[config.mk]
export PLATFORM = sky130hd
export DESIGN_NAME = fsat_ctrl
export DESIGN_NICKNAME = d
export VERILOG_FILES = /design/src/sv/fsat_pkg.sv /design/src/sv/fsat_ctrl.sv
export SDC_FILE = /design/constraint.sdc
export NUM_CORES = 1
export LEC_CHECK = 0
export BUFFER_PORTS_ARGS = -buffer_cell sky130_fd_sc_hd__buf_2
export CAP_MARGIN = 0
export CORE_MARGIN = 2
export CORE_UTILIZATION = 36
export DETAILED_ROUTE_END_ITERATION = 12
export GPL_TIMING_DRIVEN = 0
export PLACE_DENSITY = 0.69
export SLEW_MARGIN = 0
export SYNTH_ARGS = -nofsm -noshare
export SYNTH_HDL_FRONTEND = slang
export SYNTH_SLANG_ARGS = --single-unit
[constraint.sdc]
create_clock -name clock -period 1.77 [get_ports clock]
set_input_delay 0.177 -clock clock [delete_from_list [all_inputs] [get_ports clock]]
set_output_delay 0.177 -clock clock [all_outputs]
set_load 0.005 [all_outputs]
[src/sv/fsat_pkg.sv]
`timescale 1ns / 1ps
// Shared types and constants for the feature score average table.
// No dependencies; every other file imports this package.
package fsat_pkg;

   localparam int NUM_FEATURES = 32;
   localparam int TABLE_DEPTH  = 2 * NUM_FEATURES + 1;
   localparam int ADDR_W       = $clog2(TABLE_DEPTH);
   localparam int FEAT_W       = $clog2(NUM_FEATURES);
   localparam int MASK_W       = 33;
   localparam int AVG_W        = 16;
   localparam int CNT_W        = 24;
   localparam int ENT_W        = 6;
   localparam int OP_W         = 1;
   localparam int IDX_W        = 7;
   localparam int PROD_W       = AVG_W + CNT_W;
   localparam int DIVR_W       = CNT_W + 1;
   localparam int STEP_W       = $clog2(AVG_W + 1);
   localparam int ENTRY_W      = AVG_W + CNT_W;
   localparam int REQ_W        = 64;
   localparam int RSP_W        = 48;

   localparam logic [CNT_W-1:0] COUNT_MAX = {CNT_W{1'b1}};

   typedef enum logic [3:0] {
      ST_IDLE,
      ST_DISPATCH,
      ST_READ_ADDR,
      ST_SCAN,
      ST_FETCH,
      ST_MUL,
      ST_DIV_GO,
      ST_DIV_WAIT,
      ST_WRITE,
      ST_RESP
   } state_type;

   typedef enum logic [1:0] {
      ADDR_FEAT,
      ADDR_SUBSET,
      ADDR_READ
   } addr_sel_type;

   typedef enum logic [1:0] {
      RSP_UPDATE,
      RSP_READ,
      RSP_ERROR
   } rsp_kind_type;

   localparam logic OP_UPDATE  = 1'b0;
   localparam logic OP_READ    = 1'b1;
   localparam logic STATUS_OK  = 1'b0;
   localparam logic STATUS_ERR = 1'b1;

   typedef struct packed {
      logic         capture;
      logic         mem_rd;
      addr_sel_type addr_sel;
      logic         mul_en;
      logic         div_start;
      logic         mem_wr;
      logic         scan_next;
      logic         chosen_inc;
      logic         rsp_load;
      rsp_kind_type rsp_kind;
   } dp_cmd_type;

   typedef struct packed {
      logic is_update;
      logic stop_bit;
      logic bit_set;
      logic scan_last;
      logic index_ok;
      logic div_done;
      logic rsp_free;
   } dp_stat_type;

endpackage

[src/sv/fsat_ctrl.sv]
`timescale 1ns / 1ps
// Controller: walks the mask, sequences each fold and the result beat.
// Depends on fsat_pkg; drives fsat_dp through dp_cmd_type.
module fsat_ctrl (
   input  logic                  clock,
   input  logic                  reset,
   input  logic                  req_tvalid,
   output logic                  req_tready,
   input  fsat_pkg::dp_stat_type stat,
   output fsat_pkg::dp_cmd_type  cmd
);
   import fsat_pkg::*;

   state_type    state_ff, state_in;
   logic         sub_ff, sub_in;
   rsp_kind_type kind_ff, kind_in;

   // next state
   always_comb begin
      state_in = state_ff;
      sub_in   = sub_ff;
      kind_in  = kind_ff;
      unique case (state_ff)
         ST_IDLE: begin
            if (req_tvalid) begin
               state_in = ST_DISPATCH;
               sub_in   = 1'b0;
            end
         end
         ST_DISPATCH: begin
            if (!stat.is_update) begin
               if (stat.index_ok) begin
                  state_in = ST_READ_ADDR;
                  kind_in  = RSP_READ;
               end else begin
                  state_in = ST_RESP;
                  kind_in  = RSP_ERROR;
               end
            end else if (!stat.stop_bit) begin
               state_in = ST_RESP;
               kind_in  = RSP_ERROR;
            end else begin
               state_in = ST_SCAN;
               kind_in  = RSP_UPDATE;
            end
         end
         ST_READ_ADDR: state_in = ST_RESP;
         ST_SCAN: begin
            if (stat.bit_set) begin
               state_in = ST_FETCH;
            end else if (stat.scan_last) begin
               state_in = ST_FETCH;
               sub_in   = 1'b1;
            end
         end
         ST_FETCH:  state_in = ST_MUL;
         ST_MUL:    state_in = ST_DIV_GO;
         ST_DIV_GO: state_in = ST_DIV_WAIT;
         ST_DIV_WAIT: begin
            if (stat.div_done)
               state_in = ST_WRITE;
         end
         ST_WRITE: begin
            if (sub_ff) begin
               state_in = ST_RESP;
            end else if (stat.scan_last) begin
               state_in = ST_FETCH;
               sub_in   = 1'b1;
            end else begin
               state_in = ST_SCAN;
            end
         end
         ST_RESP: begin
            if (stat.rsp_free)
               state_in = ST_IDLE;
         end
         default: state_in = ST_IDLE;
      endcase
   end

   // outputs
   always_comb begin
      cmd          = '0;
      cmd.addr_sel = ADDR_FEAT;
      cmd.rsp_kind = kind_ff;
      req_tready   = 1'b0;
      unique case (state_ff)
         ST_IDLE: begin
            // no beat is taken while reset is held
            req_tready  = !reset;
            cmd.capture = req_tvalid && !reset;
         end
         ST_READ_ADDR: begin
            cmd.mem_rd   = 1'b1;
            cmd.addr_sel = ADDR_READ;
         end
         ST_SCAN: begin
            cmd.scan_next = !stat.bit_set && !stat.scan_last;
         end
         ST_FETCH: begin
            cmd.mem_rd   = 1'b1;
            cmd.addr_sel = sub_ff ? ADDR_SUBSET : ADDR_FEAT;
         end
         ST_MUL:    cmd.mul_en    = 1'b1;
         ST_DIV_GO: cmd.div_start = 1'b1;
         ST_WRITE: begin
            cmd.mem_wr     = 1'b1;
            cmd.chosen_inc = !sub_ff;
            cmd.scan_next  = !sub_ff && !stat.scan_last;
         end
         ST_RESP:   cmd.rsp_load = stat.rsp_free;
         default: ;
      endcase
   end

   always_ff @(posedge clock) begin
      if (reset) begin
         state_ff <= ST_IDLE;
         sub_ff   <= 1'b0;
         kind_ff  <= RSP_ERROR;
      end else begin
         state_ff <= state_in;
         sub_ff   <= sub_in;
         kind_ff  <= kind_in;
      end
   end

endmodule

==> run summary <==
Run status - finished clean
Ordered list of cells on the worst path - buf_2 -> nor3_1 -> and2_1 -> nor2b_1 -> buf_2
Slowest cell delay on critical path - 0.30 ns
Top cells by area in the synthesized netlist - dfxtp_1 (24%), nand2b_1 (7.6%), nor2_1 (7.2%), nor3_1 (6.1%), a211oi_2 (4.3%)
Distinct cell type count of the synthesized netlist - 30
DRC viols - 0
XOR/XNOR share of the synthesized area - 3.043%
Total Neg Setup Slack - 0 ns
VDD IR max - 0.5094 mV
DIE AREA - 1935 um^2
Adder-Cell Fraction of Synth Area - 0%
Num ports - 23
Cells on worst reg2reg path - 4
Iteration count of the initial detailed-routing pass - 4
Total number of cells along the worst setup path - 5
Startpoint of the worst setup timing path - state_ff[0]
Number of max-slew violations in the final report - 0
Async S/R FF share, synth - 0%
Clock H-tree levels - 1
Fraction of the core area covered by cells at the end of the flow - 49.34%
Critical path class - flop to primary output
Area share of and/or/nand/nor cells after synthesis - 43.48%
Detail-routed net length per standard cell - 11.81 um
Period utilisation layout - 91.53%
Vias in the first global route - 590
Synth Area in Compound Gates - 22.61%
Final cell count without fillers - 124
Reg-to-reg setup timing slack - 0.30 ns
Type of destination of the critical path - primary output
Final antenna-violating net count - 0
CTS Buf Count - 3
Total vias in the final route - 683
Area share of the largest cell type after synthesis - 24.35%
Die Height - 43.99 um
Die outline width - 43.99 um
Antenna violations before repair - 0
Share of cell area taken by muxes after synthesis - 1.739%
Achievable frequency - 617.3 MHz
Number of fill cells in the layout - 175
Worst R2R Start - state_ff[2]
Max cap viols - 0
DR iter-0 viols - 23
Max clock buf depth - 2
Gpl congestion - 0.8338
Worst rel slew slack - 81.36%
Overall track demand over capacity in global routing - 18.37%
Via count normalized by instance count - 5.508
Clock tree root driver cell - clkbuf_4
Post-synth EDFFs - 0
Largest net degree at the start of global routing - 11
# placed instances - 120
Number of nets in the synthesized netlist - 92
Warnings, synthesis - 0
Number of nets at the end of the flow - 119
FF+latch count, synth - 7
Clock tree from TritonCTS - yes
Required @ worst endpoint - 1.59 ns
Slowest cell on the critical path - dfxtp_1
Pwr dens - 1442 nW/um^2
First-pass GRT wire length - 2594 um
Worst-path clk slew - 0.05 ns
Unrepaired setup endpoints after global routing - false
Design area - 743.2 um^2
Final setup violating endpoints - 0
Actual slew at the worst max-slew pin - 0.2718 ns
Latest clock arrival within the worst-skew pair - 0.24 ns
Element type at the critical path start - flop
Routed wire length - 1465 um
Post-Syn Instances - 82
Synthesized cell area - 575.6 um^2
Clock skew after layout - 0.001094 ns
Most frequently used cell type in the post-synthesis netlist - nor2_1
Post-CTS Hold Fix Bufs - 0
Worst endpoint data arrival time - 1.44 ns
Growth of design area from synthesis to finish - 29.13%
Synth top cells by count - nor2_1 (11), dfxtp_1 (7), nand2b_1 (7), nor3_1 (7)
Most used flip-flop cell after synthesis - dfxtp_1
Area post-placement - 705.7 um^2
Starting Density - 38.21%
Standard-cell rows - 14
DP HPWL - 1167 um
Worst path bufs/invs - 2
Most frequent cell on the critical path - buf_2
Cell family with most CP delay - simple AND/OR/NAND/NOR gates
Capturing instance or port of the critical path - cmd[3]
Final number of hold-violating endpoints - 0
CTS sink cnt - 7
Mean Syn Cell Area - 7.019 um^2
P_leak - 0.3444 nW
Total core area - 1506 um^2
Yosys top cell by area - dfxtp_1
Leftover overflow at the end of global routing - 0
Crit path max fanout - 10
Largest family of logic cells by synthesized area - simple AND/OR/NAND/NOR gates
Register area share after synthesis - 24.35%
Count of input and output buffers - 22
Final min period - 1.620 ns
Worst hold path type - input pin to flop
Fraction of layout instances using a drive strength above 1 - 33.33%
Reg2reg end - state_ff[2]
Antenna diode instance count - 0
==> routing by layer <==
| metal | GRT usage (%) | vias up | wire, um |
|---|---|---|---|
| met5 | 0 | - | 0 |
| met4 | 4.848 | 0 | 0 |
| met3 | 6.667 | 0 | 106 |
| met2 | 28.24 | 26 | 653 |
| met1 | 24.24 | 310 | 704 |
| li1 | - | 347 | - |
==> flip-flops by register name, summed over array words and instances, names as in the netlist <==
register  flops
state_ff      4
sub_ff        1
kind_ff       2
==> final cells by class <==
| class | count | area [um^2] | share of cell area, % |
|---|---|---|---|
| inverters | 2 | 7.507 | 1.010 |
| plain buffers | 4 | 22.52 | 3.030 |
| flip-flops and latches | 7 | 141.4 | 19.02 |
| clock buffers | 4 | 26.28 | 3.535 |
| well taps | 16 | 20.02 | 2.694 |
| multi-input cells | 69 | 415.4 | 55.89 |
| repair buffers | 22 | 110.1 | 14.81 |
==> per-stage QoR <==
step	setup slack [ns]	total power [mW]	hold slack [ns]
finish	0.1500	1.072	0.1930
global route	0.01835	1.193	0.1937
CTS	0.1063	1.063	0.1738
detailed placement	0.3060	0.9127	0.4404
global placement	0.3178	0.9078	0.4374
floorplan	0.4311	0.7316	0.2461
==> worst min-delay path by stage <==
stage	slack, ns	depth (start not counted)	end	startpoint
after floorplan	0.25	1	sub_ff	reset
after global placement	0.44	2	sub_ff	reset
after detailed placement	0.44	2	sub_ff	reset
after CTS	0.17	2	sub_ff	reset
after global routing	0.19	2	kind_ff[0]	reset
final	0.19	2	sub_ff	reset
==> report_power, final <==
group	internal [mW]	total [mW]	switching, mW	leakage [nW]
Clock	0.0858	0.141	0.0551	0.0150
Sequential	0.217	0.263	0.0465	0.0578
Combinational	0.290	0.668	0.378	0.272
==> cells in the final DEF, fill, tap and decap left out, drive strengths merged <==
master and count:
nand2b 7, nor2b 2, or2 1, xor2 1, o21ai 5, nand3b 1, nand3 3, buf 25
or3 1, a21o 1, xnor2 1, nor3 7, nor4 2, dfxtp 7, inv 2, o31a 1
mux2i 1, nand2 5, a211oi 3, o21a 1, clkbuf 5, a31o 1, a21oi 5, and3b 1
o32ai 1, and2 4, nor3b 1, a31oi 1, nor2 11, or4b 1
==> kinds of logic after synthesis <==
group	after synthesis
DFF	7
AOI/OAI and AO/OA	19
muxes	1
buffers and inverters	6
xor gates and xnor gates	2
and+or+nand+nor	47
==> timing repair <==
action	4_1_cts	5_1_grt
endpoints found under the setup margin	0	2
resized for setup	0	5
setup buffers	0	0
Note: power is estimated with default switching activity, not from simulation.
