===== src/sv/fsat_pkg.sv =====
`timescale 1ns / 1ps
// Shared types and constants for the feature score average table.
// No dependencies; every other file imports this package.
package fsat_pkg;

   localparam int NUM_FEATURES = 32;
   localparam int TABLE_DEPTH  = 2 * NUM_FEATURES + 1;
   localparam int ADDR_W       = $clog2(TABLE_DEPTH);
   localparam int FEAT_W       = $clog2(NUM_FEATURES);
   localparam int MASK_W       = 33;
   localparam int AVG_W        = 16;
   localparam int CNT_W        = 24;
   localparam int ENT_W        = 6;
   localparam int OP_W         = 1;
   localparam int IDX_W        = 7;
   localparam int PROD_W       = AVG_W + CNT_W;
   localparam int DIVR_W       = CNT_W + 1;
   localparam int STEP_W       = $clog2(AVG_W + 1);
   localparam int ENTRY_W      = AVG_W + CNT_W;
   localparam int REQ_W        = 64;
   localparam int RSP_W        = 48;

   localparam logic [CNT_W-1:0] COUNT_MAX = {CNT_W{1'b1}};

   typedef enum logic [3:0] {
      ST_IDLE,
      ST_DISPATCH,
      ST_READ_ADDR,
      ST_SCAN,
      ST_FETCH,
      ST_MUL,
      ST_DIV_GO,
      ST_DIV_WAIT,
      ST_WRITE,
      ST_RESP
   } state_type;

   typedef enum logic [1:0] {
      ADDR_FEAT,
      ADDR_SUBSET,
      ADDR_READ
   } addr_sel_type;

   typedef enum logic [1:0] {
      RSP_UPDATE,
      RSP_READ,
      RSP_ERROR
   } rsp_kind_type;

   localparam logic OP_UPDATE  = 1'b0;
   localparam logic OP_READ    = 1'b1;
   localparam logic STATUS_OK  = 1'b0;
   localparam logic STATUS_ERR = 1'b1;

   typedef struct packed {
      logic         capture;
      logic         mem_rd;
      addr_sel_type addr_sel;
      logic         mul_en;
      logic         div_start;
      logic         mem_wr;
      logic         scan_next;
      logic         chosen_inc;
      logic         rsp_load;
      rsp_kind_type rsp_kind;
   } dp_cmd_type;

   typedef struct packed {
      logic is_update;
      logic stop_bit;
      logic bit_set;
      logic scan_last;
      logic index_ok;
      logic div_done;
      logic rsp_free;
   } dp_stat_type;

endpackage


===== src/sv/fsat_div.sv =====
`timescale 1ns / 1ps
// Restoring divider, one quotient bit per cycle, for the moving-average fold.
// Depends on fsat_pkg. Quotient must fit in AVG_W bits (guaranteed by the fold).
module fsat_div (
   input  logic                       clock,
   input  logic                       reset,
   input  logic                       start,
   input  logic [fsat_pkg::PROD_W-1:0] dividend,
   input  logic [fsat_pkg::DIVR_W-1:0] divisor,
   output logic                       done,
   output logic [fsat_pkg::AVG_W-1:0]  quotient
);
   import fsat_pkg::*;

   logic [DIVR_W-1:0] rem_ff, rem_in;
   logic [AVG_W-1:0]  num_ff, num_in;
   logic [DIVR_W-1:0] dvs_ff, dvs_in;
   logic [STEP_W-1:0] cnt_ff, cnt_in;
   logic              busy_ff, busy_in;
   logic              done_ff, done_in;
   logic [DIVR_W:0]   trial;
   logic [DIVR_W:0]   diff;
   logic              qbit;

   assign trial = {rem_ff, num_ff[AVG_W-1]};
   assign diff  = trial - {1'b0, dvs_ff};
   assign qbit  = (trial >= {1'b0, dvs_ff});

   always_comb begin
      rem_in  = rem_ff;
      num_in  = num_ff;
      dvs_in  = dvs_ff;
      cnt_in  = cnt_ff;
      busy_in = busy_ff;
      done_in = 1'b0;
      if (start) begin
         // high part is below the divisor since the quotient fits AVG_W bits
         rem_in  = {1'b0, dividend[PROD_W-1:AVG_W]};
         num_in  = dividend[AVG_W-1:0];
         dvs_in  = divisor;
         cnt_in  = STEP_W'(AVG_W);
         busy_in = 1'b1;
      end else if (busy_ff) begin
         rem_in = qbit ? diff[DIVR_W-1:0] : trial[DIVR_W-1:0];
         num_in = {num_ff[AVG_W-2:0], qbit};
         cnt_in = cnt_ff - 1'b1;
         if (cnt_ff == STEP_W'(1)) begin
            busy_in = 1'b0;
            done_in = 1'b1;
         end
      end
   end

   always_ff @(posedge clock) begin
      rem_ff <= rem_in;
      num_ff <= num_in;
      dvs_ff <= dvs_in;
      cnt_ff <= cnt_in;
      if (reset) begin
         busy_ff <= 1'b0;
         done_ff <= 1'b0;
      end else begin
         busy_ff <= busy_in;
         done_ff <= done_in;
      end
   end

   assign done     = done_ff;
   assign quotient = num_ff;

endmodule


===== src/sv/fsat_dp.sv =====
`timescale 1ns / 1ps
// Datapath: item registers, score/count memory with valid bits, multiply,
// divider and the result register. Depends on fsat_pkg and fsat_div.
module fsat_dp (
   input  logic                        clock,
   input  logic                        reset,
   input  fsat_pkg::dp_cmd_type        cmd,
   output fsat_pkg::dp_stat_type       stat,
   input  logic [fsat_pkg::REQ_W-1:0]  req_tdata,
   output logic                        rsp_tvalid,
   input  logic                        rsp_tready,
   output logic [fsat_pkg::RSP_W-1:0]  rsp_tdata
);
   import fsat_pkg::*;

   // item registers
   logic [OP_W-1:0]   op_ff;
   logic [MASK_W-1:0] mask_ff;
   logic [AVG_W-1:0]  reward_ff;
   logic [IDX_W-1:0]  ridx_ff;
   logic [FEAT_W-1:0] scan_ff, scan_in;
   logic [ENT_W-1:0]  chosen_ff, chosen_in;

   // table storage
   logic [ENTRY_W-1:0]     mem [TABLE_DEPTH];
   logic [TABLE_DEPTH-1:0] valid_ff;
   logic [ENTRY_W-1:0]     q_ff;
   logic                   qv_ff;
   logic [ADDR_W-1:0]      addr_ff, addr_in;
   logic [AVG_W-1:0]       q_avg;
   logic [CNT_W-1:0]       q_cnt;

   // fold arithmetic
   logic [PROD_W-1:0] prod_ff;
   logic [CNT_W-1:0]  n_ff;
   logic [AVG_W-1:0]  quot;
   logic              div_done;
   logic [CNT_W-1:0]  cnt_new;

   // result register
   logic              rsp_valid_ff;
   logic              rsp_status_ff;
   logic [ENT_W-1:0]  rsp_ent_ff;
   logic [AVG_W-1:0]  rsp_avg_ff;
   logic [CNT_W-1:0]  rsp_cnt_ff;

   assign q_avg = qv_ff ? q_ff[ENTRY_W-1:CNT_W] : '0;
   assign q_cnt = qv_ff ? q_ff[CNT_W-1:0] : '0;

   always_comb begin
      unique case (cmd.addr_sel)
         ADDR_FEAT:   addr_in = ADDR_W'(scan_ff);
         ADDR_SUBSET: addr_in = ADDR_W'(NUM_FEATURES) + ADDR_W'(chosen_ff);
         ADDR_READ:   addr_in = ridx_ff[ADDR_W-1:0];
         default:     addr_in = ADDR_W'(scan_ff);
      endcase
   end

   assign scan_in   = cmd.capture ? '0 : (cmd.scan_next ? scan_ff + 1'b1 : scan_ff);
   assign chosen_in = cmd.capture ? '0 : (cmd.chosen_inc ? chosen_ff + 1'b1 : chosen_ff);
   assign cnt_new   = (n_ff == COUNT_MAX) ? n_ff : n_ff + 1'b1;

   always_ff @(posedge clock) begin
      if (cmd.capture) begin
         op_ff     <= req_tdata[0 +: OP_W];
         mask_ff   <= req_tdata[OP_W +: MASK_W];
         reward_ff <= req_tdata[OP_W+MASK_W +: AVG_W];
         ridx_ff   <= req_tdata[OP_W+MASK_W+AVG_W +: IDX_W];
      end
      scan_ff   <= scan_in;
      chosen_ff <= chosen_in;
      if (cmd.mem_rd) begin
         addr_ff <= addr_in;
         q_ff    <= mem[addr_in];
         qv_ff   <= valid_ff[addr_in];
      end
      if (cmd.mem_wr)
         mem[addr_ff] <= {quot, cnt_new};
      if (cmd.mul_en) begin
         prod_ff <= PROD_W'(q_avg * q_cnt) + PROD_W'(reward_ff);
         n_ff    <= q_cnt;
      end
   end

   always_ff @(posedge clock) begin
      if (reset)
         valid_ff <= '0;
      else if (cmd.mem_wr)
         valid_ff[addr_ff] <= 1'b1;
   end

   fsat_div u_div (
      .clock    (clock),
      .reset    (reset),
      .start    (cmd.div_start),
      .dividend (prod_ff),
      .divisor  ({1'b0, n_ff} + DIVR_W'(1)),
      .done     (div_done),
      .quotient (quot)
   );

   // result beat
   always_ff @(posedge clock) begin
      if (reset)
         rsp_valid_ff <= 1'b0;
      else if (cmd.rsp_load)
         rsp_valid_ff <= 1'b1;
      else if (rsp_tready)
         rsp_valid_ff <= 1'b0;
      if (cmd.rsp_load) begin
         case (cmd.rsp_kind)
            RSP_UPDATE: begin
               rsp_status_ff <= STATUS_OK;
               rsp_ent_ff    <= chosen_ff + 1'b1;
               rsp_avg_ff    <= '0;
               rsp_cnt_ff    <= '0;
            end
            RSP_READ: begin
               rsp_status_ff <= STATUS_OK;
               rsp_ent_ff    <= '0;
               rsp_avg_ff    <= q_avg;
               rsp_cnt_ff    <= q_cnt;
            end
            default: begin
               rsp_status_ff <= STATUS_ERR;
               rsp_ent_ff    <= '0;
               rsp_avg_ff    <= '0;
               rsp_cnt_ff    <= '0;
            end
         endcase
      end
   end

   assign rsp_tvalid = rsp_valid_ff;
   assign rsp_tdata  = {1'b0, rsp_cnt_ff, rsp_avg_ff, rsp_ent_ff, rsp_status_ff};

   assign stat.is_update = (op_ff == OP_UPDATE);
   assign stat.stop_bit  = mask_ff[NUM_FEATURES];
   assign stat.bit_set   = mask_ff[scan_ff];
   assign stat.scan_last = (scan_ff == FEAT_W'(NUM_FEATURES - 1));
   assign stat.index_ok  = (ridx_ff < IDX_W'(TABLE_DEPTH));
   assign stat.div_done  = div_done;
   assign stat.rsp_free  = !rsp_valid_ff || rsp_tready;

endmodule


===== config.mk =====
export PLATFORM = sky130hd
export DESIGN_NAME = fsat_dp
export DESIGN_NICKNAME = d
export VERILOG_FILES = /design/src/sv/fsat_pkg.sv /design/src/sv/fsat_div.sv /design/src/sv/fsat_dp.sv
export SDC_FILE = /design/constraint.sdc
export NUM_CORES = 2
export LEC_CHECK = 0
export BUFFER_PORTS_ARGS = -buffer_cell sky130_fd_sc_hd__buf_4
export CORE_ASPECT_RATIO = 1.25
export CORE_MARGIN = 3
export CORE_UTILIZATION = 58
export DETAILED_ROUTE_END_ITERATION = 8
export PLACE_DENSITY = 0.71
export SKIP_CTS_REPAIR_TIMING = 1
export SLEW_MARGIN = 20
export SYNTH_ARGS = -nofsm -noshare
export SYNTH_HDL_FRONTEND = slang
export SYNTH_HIERARCHICAL = 1
export SYNTH_SLANG_ARGS = --single-unit

===== constraint.sdc =====
create_clock -name clock -period 9.4 [get_ports clock]
set_input_delay 0.47 -clock clock [delete_from_list [all_inputs] [get_ports clock]]
set_output_delay 0.47 -clock clock [all_outputs]
set_load 0.02 [all_outputs]

==> impl_metrics.csv <==
group,metric,value,unit
routing,ant_nets,0,
critical_path,cp_max_fo,183,
sta,fin_setup_tns,0,ns
clock_tree,cts_buffers,289,
clock_tree,cts_sinks,2966,
grt,antenna_found_initial,15,
clock_tree,clockBufferDepth,4,
cells_and_area,drive_gt1_share,18.2,%
grt,gr-total-overflow,0,
cells_and_area,stdcell_count,11100,
sta,setup_violations,0,
placed_design,gp_congestion,0.881,
critical_path,cp_top_family,"adder cells",
grt,grt_pass1_wl,482000,um
min_path,min_to,"rsp_ent_ff[1]$_SDFFCE_PP0P_",
routing,routed_wirelength,331000,um
floorplanning,die_area,227000,um2
critical_path,cp-start-kind,"flip-flop",
grt,first_global_vias,72900,
sta,layout_setup_ws,1.19,ns
sta,hold_violations,0,
routing,via_per_inst,6.42,
floorplanning,die_x,427,um
pwr,power_density,250,nW/um2
yosys,synth_compound_area_share,3.22,%
grt,met3_usage,5.74,%
critical_path,reg2reg_setup_slack,1.19,ns
yosys,yosys.area_share.simple,6.60,%
placed_design,dp_cells,10500,
sta,fmax,0.122,GHz
sta,rsz0062_at_grt,"no",
min_path,min_path_cells,3,
routing,detail_route.iter0.violations,8432,
cells_and_area,finalInstanceArea,143000,um2
pwr,ir_drop,0.247,mV
cells_and_area,area_delta_synth_final,11.1,%
yosys,synth_cell_types,82,
grt,grt.busiest_layer,"met2",
run_status,status,"complete, no violations",
floorplanning,die_height,533,um
sta,worstMarginPinSlew,1.08,ns
grt,grt_start_max_net_pins,184,
clock_tree,htreeDepth,5,
yosys,muxShareOfSynthArea,11.2,%
yosys,ys.flop_type,"edfxtp_1",
yosys,synth_xor_area_share,0.633,%
clock_tree,clkLatencyLatePin,0.86,ns
critical_path,cpMostUsedCell,"fa_1",
critical_path,worst-endpoint-required,9.96,ns
floorplanning,start_util,58.5,%
critical_path,r2r_end,"prod_ff[38]$_DFFE_PP_",
critical_path,r2r.worst_path.cells,21,
critical_path,r2r_start,"qv_ff$_DFFE_PP_",
min_path,hp-class,"in -> reg",
sta,skew,0.0678,ns
floorplanning,placeableCoreArea,220000,um2
critical_path,worstSetupPathType,"reg -> reg",
clock_tree,cts_root_buf,"clkbuf_16",
critical_path,cp_cell_sequence,"buf_12, and2_1, nand2_1, fa_1, fa_1, fa_1, inv_1, fa_1, fa_1, inv_1, fa_1, inv_1, ha_1, a21oi_1, o211ai_1, a2111o_1, o211ai_1, a211oi_1, o31ai_1, a21oi_1, xor2_1",
cells_and_area,nets,8466,
floorplanning,row_count,192,
grt,use_met1,38.1,%
clock_tree,clkSlewWorstSetupHoldPaths,0.06,ns
routing,drt-pass1-iter-count,8,
yosys,synth_edf_count,2881,
yosys,synth_nets,8217,
min_path,hold_start,"cmd[0]",
critical_path,setup.worst_path.end_class,"flip-flop",
yosys,syn_area,129000,um2
yosys,ys_seq_area_share,68.6,%
yosys,synthArstFlopShare,0,%
routing,drc,0,
placed_design,placed_cell_area,133000,um2
pwr,p_leak,49.7,nW
yosys,synth_area_per_cell,16.8,um2
sta,period_share,87.4,%
clock_tree,tritoncts,"done",
sta,min_period,8.21,ns
yosys,yosys_warnings,6,
critical_path,critPathArrivalTime,8.77,ns
yosys,synthAdderAreaFrac,6.53,%
sta,report.final.slew_viol_count,0,
critical_path,crit_path_max_incr_delay,0.61,ns
run,drv_cap,0,
critical_path,cp_num_buf_inv,4,
placed_design,io_buffers,126,
floorplanning,io_pins,135,
routing,vias,70900,
placed_design,dp_hpwl,183000,um
yosys,synth_cells,7660,
critical_path,crit_slowest_cell,"o211ai_1",
sta,slew_headroom,28.0,%
routing,avgRoutedWirePerCell,29.9,um
placed_design,dp_slack,1.39,ns
grt,track_usage,29.2,%
yosys,ys_ff_latch,2966,
grt,use_met2,48.8,%
yosys,synth_top_family_by_area,"multiplexers",
## per-layer routing
layer  vias up  share of wire (%)  wire (um)
met5         -              0.017         55
met4         8                4.4      14400
met3       845                9.9      32600
met2      3890                 50     166000
met1     36800                 36     118000
li1      29400                  -          -
## Yosys cell counts, types with 58 or more instances
master	n	share of area (%)
edfxtp_1	2881	67
nand2_1	814	2.4
mux4_2	580	10
nor2_1	490	1.4
inv_1	484	1.4
fa_1	323	5.0
clkbuf_1	223	0.65
and3_1	222	1.1
a31oi_1	208	1.0
ha_1	155	1.5
a21oi_1	137	0.53
nor2b_1	99	0.48
o21ai_0	89	0.35
dfxtp_1	85	1.3
buf_2	77	0.30
and2_1	72	0.35
xnor2_1	58	0.39
## cells in the final DEF, fill, tap and decap left out, types with 41 or more instances in the layout
master,n
o221ai_1,41
nor2_4,65
mux4_2,580
fa_1,323
a21oi_1,137
nor2_1,426
clkinv_2,45
and3_1,222
and2_1,72
nand3_1,50
o21ai_0,89
a31oi_1,208
clkinv_1,51
edfxtp_1,2881
dfxtp_1,85
nor2b_1,98
clkbuf_16,295
a32oi_1,41
inv_1,483
clkbuf_1,53
buf_4,308
nor4_1,41
mux2i_1,52
dlygate4sd3_1,62
ha_1,155
nand2_1,811
xnor2_1,57
## worst max path at each step
stage / startpoint / end / slack, ns / depth (start not counted)
floorplan: qv_ff$_DFFE_PP_ / prod_ff[38]$_DFFE_PP_ / 2.90 / 23
global placement: qv_ff$_DFFE_PP_ / prod_ff[38]$_DFFE_PP_ / 1.40 / 21
detailed placement: qv_ff$_DFFE_PP_ / prod_ff[38]$_DFFE_PP_ / 1.39 / 21
CTS: qv_ff$_DFFE_PP_ / prod_ff[38]$_DFFE_PP_ / 1.32 / 21
global route: qv_ff$_DFFE_PP_ / prod_ff[38]$_DFFE_PP_ / 1.08 / 21
finish: qv_ff$_DFFE_PP_ / prod_ff[38]$_DFFE_PP_ / 1.19 / 21
## where the power goes
part,internal [mW],switching [mW],leakage [nW]
Clock,6.46,4.94,4.48
Combinational,3.34,5.28,18.3
Sequential,15.6,0.193,27.0
Total,25.4,10.4,49.7
## cell type report
| cell class | instances | area [um2] |
|---|---|---|
| Antenna cell | 7 | 17.5 |
| Clock buffer | 353 | 7630 |
| Clock inverter | 163 | 1550 |
| Fill cell | 14700 | 76900 |
| Inverter | 487 | 1860 |
| Multi-Input combinational cell | 3785 | 36800 |
| Sequential cell | 2966 | 88200 |
| Tap cell | 2910 | 3640 |
| Timing Repair Buffer | 380 | 3140 |
## cell families after synthesis
| kind of cell | count (synthesis) |
|---|---|
| DFF | 2966 |
| and+or+nand+nor | 1881 |
| buffers and inverters | 909 |
| muxes | 687 |
| AOI/OAI and AO/OA | 645 |
| adders and majority gates | 478 |
| xor gates and xnor gates | 93 |
| other | 1 |
## registers in the layout (all words and copies together) (netlist names), 25 cells and up
| signal | count |
|---|---|
| mask_ff | 33 |
| u_div/rem_ff | 25 |
| u_div/dvs_ff | 25 |
| valid_ff | 65 |
| prod_ff | 40 |
| q_ff | 40 |
| mem | 2600 |
## stage by stage
step	utilization, %	hold WS, ns	power [mW]
detailed placement	60.5	0.454	24.5
global placement	60.5	0.442	24.4
finish	65.0	0.131	35.8
CTS	64.7	-0.279	35.9
global route	65.0	0.154	37.3
floorplan	-	0.432	22.1
## worst reg2reg max path, delay by kind of cell, from the launching register on
family | cells | cell delay, ns
compound gates | 7 | 2.59
xor+xnor | 1 | 0.17
fa+ha+maj | 7 | 3.33
buf+inv | 4 | 0.57
flops | 1 | 0.41
simple gates | 2 | 0.85
No activity file was read; power rests on OpenSTA's default activity.
